### config.mk
export PLATFORM = sky130hd
export DESIGN_NAME = srsc_front
export DESIGN_NICKNAME = d
export VERILOG_FILES = /design/src/design/srsc_pkg.sv /design/src/design/srsc_front.sv
export SDC_FILE = /design/constraint.sdc
export NUM_CORES = 1
export LEC_CHECK = 0
export BUFFER_PORTS_ARGS = -buffer_cell sky130_fd_sc_hd__buf_4
export CORE_ASPECT_RATIO = 1.25
export CORE_MARGIN = 2
export CORE_UTILIZATION = 25
export CTS_CLUSTER_DIAMETER = 200
export DETAILED_ROUTE_END_ITERATION = 8
export GPL_TIMING_DRIVEN = 0
export HOLD_SLACK_MARGIN = 0.02
export PLACE_DENSITY_LB_ADDON = 0.15
export SLEW_MARGIN = 20
export SYNTH_ARGS = -nofsm -noshare
export SYNTH_HDL_FRONTEND = slang
export SYNTH_SLANG_ARGS = --single-unit
### constraint.sdc
create_clock -name clk_i -period 8.2 [get_ports clk_i]
set_clock_uncertainty 0.05 [all_clocks]
set_input_delay 0.82 -clock clk_i [delete_from_list [all_inputs] [get_ports clk_i]]
set_output_delay 0.82 -clock clk_i [all_outputs]
set_load 0.03 [all_outputs]
### src/design/srsc_pkg.sv
// Shared types, sizes and codes for the source rooted spanning cost block.
package srsc_pkg;

  localparam int NODE_W    = 10;
  localparam int MAX_NODES = 1 << NODE_W;
  localparam int MAX_EDGES = 4096;
  localparam int EADDR_W   = $clog2(MAX_EDGES);
  localparam int ECNT_W    = EADDR_W + 1;
  localparam int SIZE_W    = NODE_W + 1;
  localparam int WEIGHT_W  = 32;
  localparam int COST_W    = 43;

  localparam logic [1:0] CMD_BEGIN = 2'd0;
  localparam logic [1:0] CMD_MARK  = 2'd1;
  localparam logic [1:0] CMD_ADD   = 2'd2;
  localparam logic [1:0] CMD_SOLVE = 2'd3;

  localparam logic [1:0] STAT_OK         = 2'd0;
  localparam logic [1:0] STAT_IMPOSSIBLE = 2'd1;
  localparam logic [1:0] STAT_ERROR      = 2'd2;

  localparam logic [2:0] OP_BEGIN = 3'd0;
  localparam logic [2:0] OP_MARK  = 3'd1;
  localparam logic [2:0] OP_ADD   = 3'd2;
  localparam logic [2:0] OP_SOLVE = 3'd3;
  localparam logic [2:0] OP_ERR   = 3'd4;

  localparam logic [COST_W-1:0] COST_MAX = {COST_W{1'b1}};

  typedef struct packed {
    logic [1:0]          command;
    logic [NODE_W-1:0]   node_a;
    logic [NODE_W-1:0]   node_b;
    logic [WEIGHT_W-1:0] weight;
  } srsc_in_t;

  typedef struct packed {
    logic [1:0]        status;
    logic [COST_W-1:0] total_cost;
  } srsc_out_t;

  typedef struct packed {
    logic [2:0]          op;
    logic [NODE_W-1:0]   a;
    logic [NODE_W-1:0]   b;
    logic [WEIGHT_W-1:0] w;
  } srsc_op_t;

  typedef struct packed {
    logic [NODE_W-1:0]   a;
    logic [NODE_W-1:0]   b;
    logic [WEIGHT_W-1:0] w;
  } srsc_edge_t;

endpackage

### src/design/srsc_front.sv
// Front end: node count register, command classification and the op queue.
module srsc_front import srsc_pkg::*; (
  input  logic              clk_i,
  input  logic              rst_ni,
  input  logic              cfg_we_i,
  input  logic [NODE_W-1:0] cfg_wdata_i,
  input  logic              push_i,
  output logic              full_o,
  input  srsc_in_t          in_item_i,
  output logic [NODE_W-1:0] node_count_o,
  output logic              op_valid_o,
  output srsc_op_t          op_o,
  input  logic              op_pop_i
);

  logic [NODE_W-1:0] nc_q;
  srsc_op_t          fifo_q [2];
  logic              wr_ptr_q, rd_ptr_q;
  logic [1:0]        cnt_q;
  srsc_op_t          cls;
  logic              do_push, do_pop;

  always_comb begin
    cls.a = in_item_i.node_a;
    cls.b = in_item_i.node_b;
    cls.w = in_item_i.weight;
    case (in_item_i.command)
      CMD_BEGIN: cls.op = OP_BEGIN;
      CMD_MARK: begin
        if (in_item_i.node_a == '0 || in_item_i.node_a > nc_q) cls.op = OP_ERR;
        else cls.op = OP_MARK;
      end
      CMD_ADD: begin
        if (in_item_i.node_a > nc_q || in_item_i.node_b > nc_q) cls.op = OP_ERR;
        else cls.op = OP_ADD;
      end
      default: cls.op = OP_SOLVE;
    endcase
  end

  assign full_o       = (cnt_q == 2'd2);
  assign op_valid_o   = (cnt_q != 2'd0);
  assign op_o         = fifo_q[rd_ptr_q];
  assign node_count_o = nc_q;
  assign do_push      = push_i && !full_o;
  assign do_pop       = op_pop_i && op_valid_o;

  always_ff @(posedge clk_i or negedge rst_ni) begin
    if (!rst_ni) begin
      nc_q     <= NODE_W'(1);
      wr_ptr_q <= 1'b0;
      rd_ptr_q <= 1'b0;
      cnt_q    <= 2'd0;
    end else begin
      if (cfg_we_i) nc_q <= cfg_wdata_i;
      if (do_push) wr_ptr_q <= !wr_ptr_q;
      if (do_pop) rd_ptr_q <= !rd_ptr_q;
      if (do_push && !do_pop) cnt_q <= cnt_q + 2'd1;
      else if (do_pop && !do_push) cnt_q <= cnt_q - 2'd1;
    end
  end

  always_ff @(posedge clk_i) begin
    if (do_push) fifo_q[wr_ptr_q] <= cls;
  end

endmodule

==> results of run 1 <==
-- registers in the layout, summed over array words and instances (netlist names) --
name / cells
cnt_q: 2
node_count_o: 10
wr_ptr_q: 1
fifo_q: 110
rd_ptr_q: 1
-- cell families after synthesis --
| group | Yosys count | share of synthesized area [%] |
|---|---|---|
| DFF | 124 | 72.37 |
| muxes | 56 | 12.49 |
| and+or+nand+nor | 35 | 3.593 |
| AOI/OAI and AO/OA | 28 | 3.493 |
| buffers and inverters | 25 | 1.982 |
| adders and majority gates | 21 | 5.203 |
| xor gates and xnor gates | 5 | 0.8674 |
-- cells in the mapped netlist, types with 3 or more instances --
master / instances
edfxtp_1: 110
a211oi_1: 4
ha_1: 21
buf_2: 5
mux2_2: 56
nand4_1: 4
nor2_1: 6
xnor2_1: 3
inv_1: 17
clkbuf_1: 3
dfrtp_1: 13
nand2b_1: 5
nand2_1: 13
a21oi_1: 5
o21ai_0: 12
-- layer usage --
layer	vias up	track usage, %	routed length [um]
li1	1440	-	-
met1	1481	11.55	4414
met2	92	20.48	6205
met3	8	4.700	738
met4	0	4.298	147
met5	-	0	0
-- worst paths after layout --
kind                                  from               to  depth (start not counted)
max in group asynchronous           rst_ni  node_count_o[0]                          1
max                               rd_ptr_q         op_o[40]                          4
min                                 rst_ni         cnt_q[0]                          1
max reg2reg                node_count_o[5]    fifo_q[1][54]                          7
min reg2reg                       cnt_q[1]         cnt_q[1]                          1
min in group clk_i                cnt_q[1]         cnt_q[1]                          1
-- power by group --
part           switching, mW  leakage, nW  internal [mW]
Combinational          0.562         1.32          0.390
Sequential            0.0342         1.19          0.852
Clock                  0.267        0.277          0.454
-- cell type report --
type	count	share of cell area (%)
buffer	8	0.5119
clock buffer	21	6.355
clock inverter	11	1.712
inverter	17	0.9003
multi-input combinational	145	18.45
sequential	124	51.56
tap	270	4.766
timing repair buffer	138	15.75
-- metrics by stage --
step | hold slack, ns | cells | util, %
final | 0.2011 | 734 | 35.52
after global routing | 0.1916 | 734 | 35.52
after CTS | 0.1882 | 734 | 35.52
after detailed placement | 0.4334 | 702 | 32.65
after global placement | 0.4234 | 698 | 32.04
after floorplan | 0.4059 | 294 | -
==> reports/qor.yml, run 1 <==
outcome:
  status: "complete, no violations"
timing:
  worst_slack_ns: 5.401
  period_share_pct: 34.13
  setup_viol: 0
  tns_ns: 0
  post-route-min-period_ns: 2.799
  fmax_mhz: 357.3
  rsz0062_at_grt: "false"
  worstMarginPinSlew_ns: 0.6640
  slew_violations: 0
  timing_hold_violations_final: 0
  maxSlewHeadroom_pct: 55.73
synthesis:
  netlist.area_leader.share_pct: 65.41
  dominantRegCellSynth: "edfxtp_1"
  synth_area_leader_cell: "edfxtp_1"
  avgSynthCellArea_um2: 17.18
  ys_seq_area_share_pct: 72.37
  synth.distinct_cells: 28
  synthTopCellsByArea: "edfxtp_1 65%, mux2_2 12%, dfrtp_1 6.4%"
  ys_ff_latch: 124
  synth_cells: 294
  synth_edf_count: 110
  synthArstFlopShare_pct: 11.29
  syn_nets: 384
  synth_area_mm2: 0.005050
  synth_warnings: 0
placement:
  io_buffers: 134
  placed_cell_area_mm2: 0.006516
  dp_hpwl_um: 8456
  dp_worst_setup_slack_ns: 5.467
  routabilityCongestion: 0.7942
floorplanning:
  initial_core_util_pct: 25.30
  ios: 136
  core_area_mm2: 0.01996
  num_rows: 58
  die_width_um: 131.1
  dieArea_mm2: 0.02136
  die_h_um: 162.9
run:
  drv_cap: 0
clocking:
  path_clk_slew_ns: 0.06
  h-tree-depth: 4
  cts_setup_buffers: 0
  cts_tree: "yes"
  clk_latency_ns: 0.41
  clockBufferDepth: 2
  numCtsBuffers: 17
  clock-root-buffer: "clkbuf_16"
  hold_buffers: 0
  cts.repair.resized: 0
  clock-sinks: 124
setup_path:
  end_kind: "output pin"
  crit_buf_inv: 3
  path_cells: "buf_2, buf_2, mux2_2, buf_4"
  cp.arrival_ns: 1.93
  cp-start-kind: "flip-flop"
  required_ns: 7.33
  path_max_fanout: 10
  path_common_cell: "buf_2"
  crit_path_top_delay_cell: "mux2_2"
  rrSetupSlack_ns: 5.97
  slowest_delay_ns: 0.38
  path_delay_family: "buffers and inverters"
  crit_type: "reg -> out"
finish:
  nets: 541
  layout-drive-gt1-share_pct: 50.65
  design_area_mm2: 0.007088
  seqCellArea_mm2: 0.003655
  mostFrequentLayoutCell: "buf_4"
  final_cell_mix: "134 x buf_4, 110 x edfxtp_1, 56 x mux2_2"
  num-fill-cells: 1954
  multi_input_area_mm2: 0.001308
  antenna_cells: 0
  area.growth.synth_to_final_pct: 40.36
routing:
  ant_nets: 0
  vias: 3021
  vias_per_cell: 4.116
  drtPass1Iterations: 4
  wire_per_inst_um: 15.68
  drcViolationCount: 0
  drtIter0Drc: 96
  drt-total-wl_um: 11510
global_route:
  grt_pass1_wl_um: 17970
  grt_overflow: 0
  antenna_found_initial: 0
  first_global_vias: 3246
  track_usage_pct: 11.26
  grt_max_degree: 39
power:
  finalPower_mw: 2.560
  max-vdd-ir-drop_mv: 0.2061
  power_density_mw_per_mm2: 361.2
  leakage_nw: 2.783
worst_hold_path:
  hp-class: "in -> async"
(Power assumes the default switching activity.)
==> run 2, diff against run 1 <==
==> constraint.sdc (replaced) <==
create_clock -name clk_i -period 2.85 [get_ports clk_i]
set_clock_uncertainty 0.05 [all_clocks]
set_input_delay 0.285 -clock clk_i [delete_from_list [all_inputs] [get_ports clk_i]]
set_output_delay 0.285 -clock clk_i [all_outputs]
set_load 0.03 [all_outputs]
==> run 2 against run 1 <==
Effect of this change: clock-buffer cell count shrank 2; sequential power grew to 2.9 times the previous value; worst hold slack got worse by 0.16 ns; largest cell class unchanged; highest routed layer unchanged.
==> reports/qor.yml, run 2 (synthesized netlist as in run 1, its figures left out) <==
clocking:
  clockBufferDepth: 2  # unchanged
  clock-sinks: 124  # unchanged
  cts.repair.resized: 0  # unchanged
  numCtsBuffers: 17  # unchanged
  cts_setup_buffers: 0  # unchanged
  h-tree-depth: 4  # unchanged
  clock-root-buffer: "clkbuf_16"  # unchanged
  path_clk_slew_ns: 0.06  # about the same
  cts_tree: "yes"  # unchanged
  clk_latency_ns: 0.41  # about the same
power:
  max-vdd-ir-drop_mv: 0.7611  # was 0.2061 mV
  power_density_mw_per_mm2: 972.2  # was 361.2 mW/mm^2
  p_sw_mw: 2.536  # was 0.8639 mW
  internal-power_mw: 4.901  # was 1.696 mW
  switching_share_pct: 34.10  # was 33.75%
  p_seq_share_pct: 34.4  # was 34.6%
  pwr-share-comb_pct: 37.2  # about the same
  power_frac_clock_pct: 28.5  # was 28.2%
  leakage_nw: 3.006  # was 2.783 nW
setup_path:
  required_ns: 2.52  # was 7.33 ns
  path_max_fanout: 10  # unchanged
  rrSetupSlack_ns: 0.68  # was 5.97 ns
  crit_start: "rd_ptr_q"  # unchanged
  cp.arrival_ns: 1.95  # was 1.93 ns
  end_kind: "output pin"  # unchanged
  crit_type: "reg -> out"  # unchanged
  r2r-start: "node_count_o[5]"  # unchanged
  cp-start-kind: "flip-flop"  # unchanged
floorplanning:
  die_h_um: 162.9  # unchanged
  ios: 136  # unchanged
  core_area_mm2: 0.01996  # unchanged
  die_width_um: 131.1  # unchanged
  dieArea_mm2: 0.02136  # unchanged
  initial_core_util_pct: 25.30  # unchanged
  num_rows: 58  # unchanged
run:
  drv_cap: 0  # unchanged
finish:
  nets: 599  # was 541
  multi_input_area_mm2: 0.001308  # unchanged
  final_cell_mix: "134 x buf_4, 110 x edfxtp_1, 59 x dlygate4sd3_1"  # was 134 x buf_4, 110 x edfxtp_1, 56 x mux2_2
  mostFrequentLayoutCell: "buf_4"  # unchanged
  instances_no_fill: 792  # was 734
  num-fill-cells: 1910  # was 1954
  largest_reg_flops: 110  # unchanged
  antenna_cells: 0  # unchanged
  regMostFlops: "fifo_q"  # unchanged
  design_area_mm2: 0.007650  # was 0.007088 mm^2
  area.growth.synth_to_final_pct: 51.49  # was 40.36%
  seqCellArea_mm2: 0.003655  # unchanged
  layout-drive-gt1-share_pct: 45.21  # was 50.65%
global_route:
  grt_max_degree: 39  # unchanged
  antenna_found_initial: 0  # unchanged
  grt_busiest_layer: "met2"  # unchanged
  first_global_vias: 3473  # was 3246
  grt_overflow: 0  # unchanged
  use_met2_pct: 21.12  # was 20.48%
  grt_pass1_wl_um: 18820  # was 17970 um
  track_usage_pct: 11.72  # was 11.26%
  grtUsageMet1_pct: 12.52  # was 11.55%
  met3_usage_pct: 4.357  # was 4.700%
placement:
  dp_hpwl_um: 8498  # was 8456 um
  placed_cell_area_mm2: 0.006474  # was 0.006516 mm^2
  dp_cells: 701  # was 702
  io_buffers: 134  # unchanged
  routabilityCongestion: 0.7765  # was 0.7942
routing:
  drt-total-wl_um: 11970  # was 11510 um
  drtPass1Iterations: 4  # unchanged
  ant_nets: 0  # unchanged
  vias: 3233  # was 3021
  drtIter0Drc: 95  # was 96
  drcViolationCount: 0  # unchanged
  wire_per_inst_um: 15.11  # was 15.68 um
  vias_per_cell: 4.082  # was 4.116
timing:
  post-route-min-period_ns: 2.287
  period_share_pct: 80.26
  maxSlewHeadroom_pct: 55.83  # was 55.73%
  fmax_mhz: 437.2
  slew_violations: 0  # unchanged
  worstMarginPinSlew_ns: 0.6610  # was 0.6640 ns
  setup_viol: 0  # unchanged
  timing_hold_violations_final: 0  # unchanged
  rsz0062_at_grt: "false"  # unchanged
worst_hold_path:
  hp-class: "in -> reg"  # was in -> async
  hold_start: "cfg_wdata_i[1]"
outcome:
  status: "complete, no violations"  # unchanged
[run 2: through the flow]
step / setup WS, ns / hold slack (ns) / setup TNS (ns) / total power [mW] / util (%)
2_1_floorplan: 0.3213 / -0.06059 / 0 / 4.290 / -
3_3_place_gp: -0.8074 / 0.1029 / -71.78 / 5.275 / 32.05
3_5_place_dp: 0.6754 / 0.1059 / 0 / 5.358 / 32.44
4_1_cts: 0.4700 / 0.02087 / 0 / 7.586 / 38.28
5_1_grt: 0.4071 / 0.03254 / 0 / 7.823 / 38.33
6_report: 0.5626 / 0.04119 / 0 / 7.437 / 38.33
[run 2: power by group through the flow]
stage / combinational [mW] / clock [mW] / sequential [mW]
final: 2.76 / 2.12 / 2.56
after global routing: 2.96 / 2.26 / 2.60
after CTS: 2.84 / 2.19 / 2.56
after detailed placement: 2.76 / 0 / 2.60
after global placement: 2.66 / 0 / 2.61
after floorplan: 1.69 / 0 / 2.60
[run 2: worst paths after layout]
kind / to / depth (start not counted)
setup / recovery: op_o[42] / 4
hold / removal: node_count_o[1] / 3
setup reg to reg: fifo_q[1][54] / 7
hold reg to reg: cnt_q[1] / 1
max in group asynchronous: node_count_o[0] / 2
min in group asynchronous: cnt_q[0] / 2
[run 2: final cells by class]
type | count | share of cell area, %
flip-flops and latches | 124 | 47.78
clock inverters | 13 | 1.865
inverters | 17 | 0.8342
well taps | 270 | 4.416
clock buffers | 19 | 5.790
plain buffers | 8 | 0.4743
multi-input cells | 145 | 17.09
repair buffers | 196 | 21.75
[run 2: critical path: stages, from the launching register on]
cell,delay (ns)
dfrtp_1,0.34
buf_2,0.29
buf_2,0.34
mux2_2,0.39
buf_4,0.18
[run 2: repair_timing]
action                                  4_1_cts  5_1_grt
endpoints found under the setup margin        0        0
endpoints found under the hold margin       120        2
hold buffers                                 58        1
[run 2: layer usage]
metal / part of all wire (%) / wire length (um) / up-vias
met3: 5.6 / 670 / 10
met1: 40 / 4795 / 1569
li1: - / - / 1553
met5: 0 / 0 / -
met4: 1.4 / 169 / 0
met2: 53 / 6331 / 101
==> run 3, diff against run 2 <==
--- a/config.mk
+++ b/config.mk
@@ -5,6 +5,7 @@
 export SDC_FILE = /design/constraint.sdc
 export NUM_CORES = 1
 export LEC_CHECK = 0
+export ABC_AREA = 1
 export BUFFER_PORTS_ARGS = -buffer_cell sky130_fd_sc_hd__buf_4
 export CORE_ASPECT_RATIO = 1.25
 export CORE_MARGIN = 2
==> constraint.sdc (replaced) <==
create_clock -name clk_i -period 2.3 [get_ports clk_i]
set_clock_uncertainty 0.05 [all_clocks]
set_input_delay 0.23 -clock clk_i [delete_from_list [all_inputs] [get_ports clk_i]]
set_output_delay 0.23 -clock clk_i [all_outputs]
set_load 0.03 [all_outputs]
==> run 3 against run 2 <==
Effect of this change: critical path depth increased by 2; clock-buffer cell count up 1; sequential share of layout area is 1.2 points lower; flip-flop and latch count unchanged; routed wire length rose by 9.5%; design area increased by 2.6%; critical path type unchanged; largest cell class unchanged; largest power group unchanged; highest routed layer unchanged.
==> reports/qor.yml, run 3 <==
power:
  leakage_nw: 3.472  # was 3.006 nW
  power_density_mw_per_mm2: 1227  # was 972.2 mW/mm^2
  finalPower_mw: 9.630  # was 7.437 mW
  max-vdd-ir-drop_mv: 0.4736  # was 0.7611 mV
clocking:
  clock-sinks: 124  # unchanged
  clk_latency_ns: 0.41  # about the same
  clockBufferDepth: 2  # unchanged
  h-tree-depth: 4  # unchanged
  cts_tree: "yes"  # unchanged
  path_clk_slew_ns: 0.05  # was 0.06 ns
  numCtsBuffers: 17  # unchanged
  cts.repair.resized: 0  # unchanged
  clock-root-buffer: "clkbuf_16"  # unchanged
finish:
  regMostFlops: "fifo_q"  # unchanged
  largest_reg_flops: 110  # unchanged
  layout-drive-gt1-share_pct: 28.55  # was 45.21%
  antenna_cells: 0  # unchanged
  design_area_mm2: 0.007848  # was 0.007650 mm^2
  final_cell_mix: "212 x nand2_1, 134 x buf_4, 110 x edfxtp_1"  # was 134 x buf_4, 110 x edfxtp_1, 59 x dlygate4sd3_1
  area.growth.synth_to_final_pct: 50.99  # was 51.49%
  nets: 760  # was 599
  fin_util_pct: 38.10  # was 38.33%
  instances_no_fill: 957  # was 792
  mostFrequentLayoutCell: "nand2_1"  # was buf_4
floorplanning:
  core_area_mm2: 0.02060  # was 0.01996 mm^2
  num_rows: 59  # was 58
  initial_core_util_pct: 25.24  # was 25.30%
  dieArea_mm2: 0.02197  # was 0.02136 mm^2
  die_h_um: 165.2  # was 162.9 um
  ios: 136  # unchanged
  die_width_um: 133.0  # was 131.1 um
setup_path:
  path_max_fanout: 10  # unchanged
  end_kind: "output pin"  # unchanged
  cp-start-kind: "flip-flop"  # unchanged
  rr_worst_depth: 10  # was 7
  cp.arrival_ns: 1.73  # was 1.95 ns
  crit_type: "reg -> out"  # unchanged
  required_ns: 2.02  # was 2.52 ns
global_route:
  grt_overflow: 0  # unchanged
  track_usage_pct: 12.48  # was 11.72%
  grt_pass1_wl_um: 20440  # was 18820 um
  grt_max_degree: 24  # was 39
  first_global_vias: 3958  # was 3473
  antenna_found_initial: 0  # unchanged
placement:
  dp_cells: 862  # was 701
  routabilityCongestion: 0.7580  # was 0.7765
  dp_hpwl_um: 9172  # was 8498 um
  placed_cell_area_mm2: 0.006656  # was 0.006474 mm^2
  io_buffers: 134  # unchanged
synthesis:
  avgSynthCellArea_um2: 11.55  # was 17.18 um^2
  syn_nets: 540  # was 384
  synth_area_mm2: 0.005197  # was 0.005050 mm^2
  ys_ff_latch: 124  # unchanged
  synth_cells: 450  # was 294
  netlist.area_leader.share_pct: 63.55  # was 65.41%
  ys_seq_area_share_pct: 70.32  # was 72.37%
  synth_area_leader_cell: "edfxtp_1"  # unchanged
  synth.distinct_cells: 23  # was 28
  synth_edf_count: 110  # unchanged
  synthArstFlopShare_pct: 11.29  # unchanged
  synth_warnings: 0  # unchanged
  synth.most_common_cell: "nand2_1"  # was edfxtp_1
  netlist_top_cells_count: "212 x nand2_1, 110 x edfxtp_1, 32 x inv_1"  # was 110 x edfxtp_1, 56 x mux2_2, 21 x ha_1
  synthTopCellsByArea: "edfxtp_1 64%, nand2_1 15%, dfrtp_1 6.3%"  # was edfxtp_1 65%, mux2_2 12%, dfrtp_1 6.4%
  dominantRegCellSynth: "edfxtp_1"  # unchanged
outcome:
  status: "complete, no violations"  # unchanged
worst_hold_path:
  hold_depth: 2  # was 3
  hp-class: "in -> reg"  # unchanged
routing:
  drt-total-wl_um: 13100  # was 11970 um
  ant_nets: 0  # unchanged
  drcViolationCount: 0  # unchanged
  vias_per_cell: 4.031  # was 4.082
  wire_per_inst_um: 13.69  # was 15.11 um
  vias: 3858  # was 3233
  drtIter0Drc: 109  # was 95
  drtPass1Iterations: 6  # was 4
timing:
  maxSlewHeadroom_pct: 58.84  # was 55.83%
  period_share_pct: 87.32
  worstMarginPinSlew_ns: 0.6160  # was 0.6610 ns
  timing_hold_violations_final: 0  # unchanged
  slew_violations: 0  # unchanged
  rsz0062_at_grt: "false"  # unchanged
  whs_ns: 0.08791  # was 0.04119 ns
  setup_viol: 0  # unchanged
  fmax_mhz: 497.9
  post-route-min-period_ns: 2.008
run:
  drv_cap: 0  # unchanged
run 3: timing repair:
| action | 4_1_cts | 5_1_grt |
|---|---|---|
| hold endpoints to repair | 128 | 0 |
| hold buffers | 63 | 0 |
| setup buffers | 0 | 0 |
run 3: routing by layer:
| layer | part of all wire [%] | GRT usage, % | vias to the layer above |
|---|---|---|---|
| li1 | - | - | 1930 |
| met1 | 40 | 13.07 | 1818 |
| met2 | 53 | 23.06 | 97 |
| met3 | 6.0 | 4.182 | 13 |
| met4 | 1.2 | 4.985 | 0 |
| met5 | 0 | 0 | - |
run 3: area by class of cell:
cell class,instances,area [um^2]
fill,2024,12750
sequential,124,3655
clock buffer,20,436.7
timing repair buffer,201,1732
multi-input combinational,280,1369
clock inverter,12,123.9
inverter,32,120.1
buffer,14,68.82
tap,274,342.8
run 3: cell families (layout without fill, tap and decap cells):
| group | after synthesis | after routing | share of synthesized area [%] |
|---|---|---|---|
| fa+ha+maj | 21 | 21 | 5.055 |
| flops | 124 | 124 | 70.32 |
| mux | 1 | 1 | 0.2166 |
| compound gates | 16 | 16 | 1.613 |
| simple gates | 239 | 239 | 18.66 |
| buf+inv | 46 | 279 | 3.635 |
| xor+xnor | 3 | 3 | 0.5056 |
run 3: power breakdown:
group / internal [mW] / switching [mW] / leakage, nW
logic: 1.33 / 2.58 / 2.02
clock network: 1.58 / 0.981 / 0.267
registers: 3.03 / 0.120 / 1.19
run 3: worst paths after layout:
check | from | end | slack [ns]
max | rd_ptr_q | op_o[38] | 0.29
min | cfg_we_i | node_count_o[2] | 0.09
max reg2reg | node_count_o[9] | fifo_q[1][54] | 0.48
min reg2reg | cnt_q[0] | cnt_q[0] | 0.47
max in group asynchronous | rst_ni | node_count_o[0] | 1.78
min in group asynchronous | rst_ni | wr_ptr_q | 0.16
run 3: worst max-delay path: stages, from the launching register on:
cell and delay, ns:
dfrtp_1 0.37, inv_1 0.06, buf_2 0.26, buf_2 0.30
nand2_1 0.08, nand2_1 0.08, buf_4 0.16
run 3: through the flow:
| step | setup TNS [ns] | setup WS, ns |
|---|---|---|
| 2_1_floorplan | -19.88 | -0.1897 |
| 3_3_place_gp | -142.10 | -1.298 |
| 3_5_place_dp | 0 | 0.4416 |
| 4_1_cts | 0 | 0.1880 |
| 5_1_grt | 0 | 0.1202 |
| 6_report | 0 | 0.2915 |
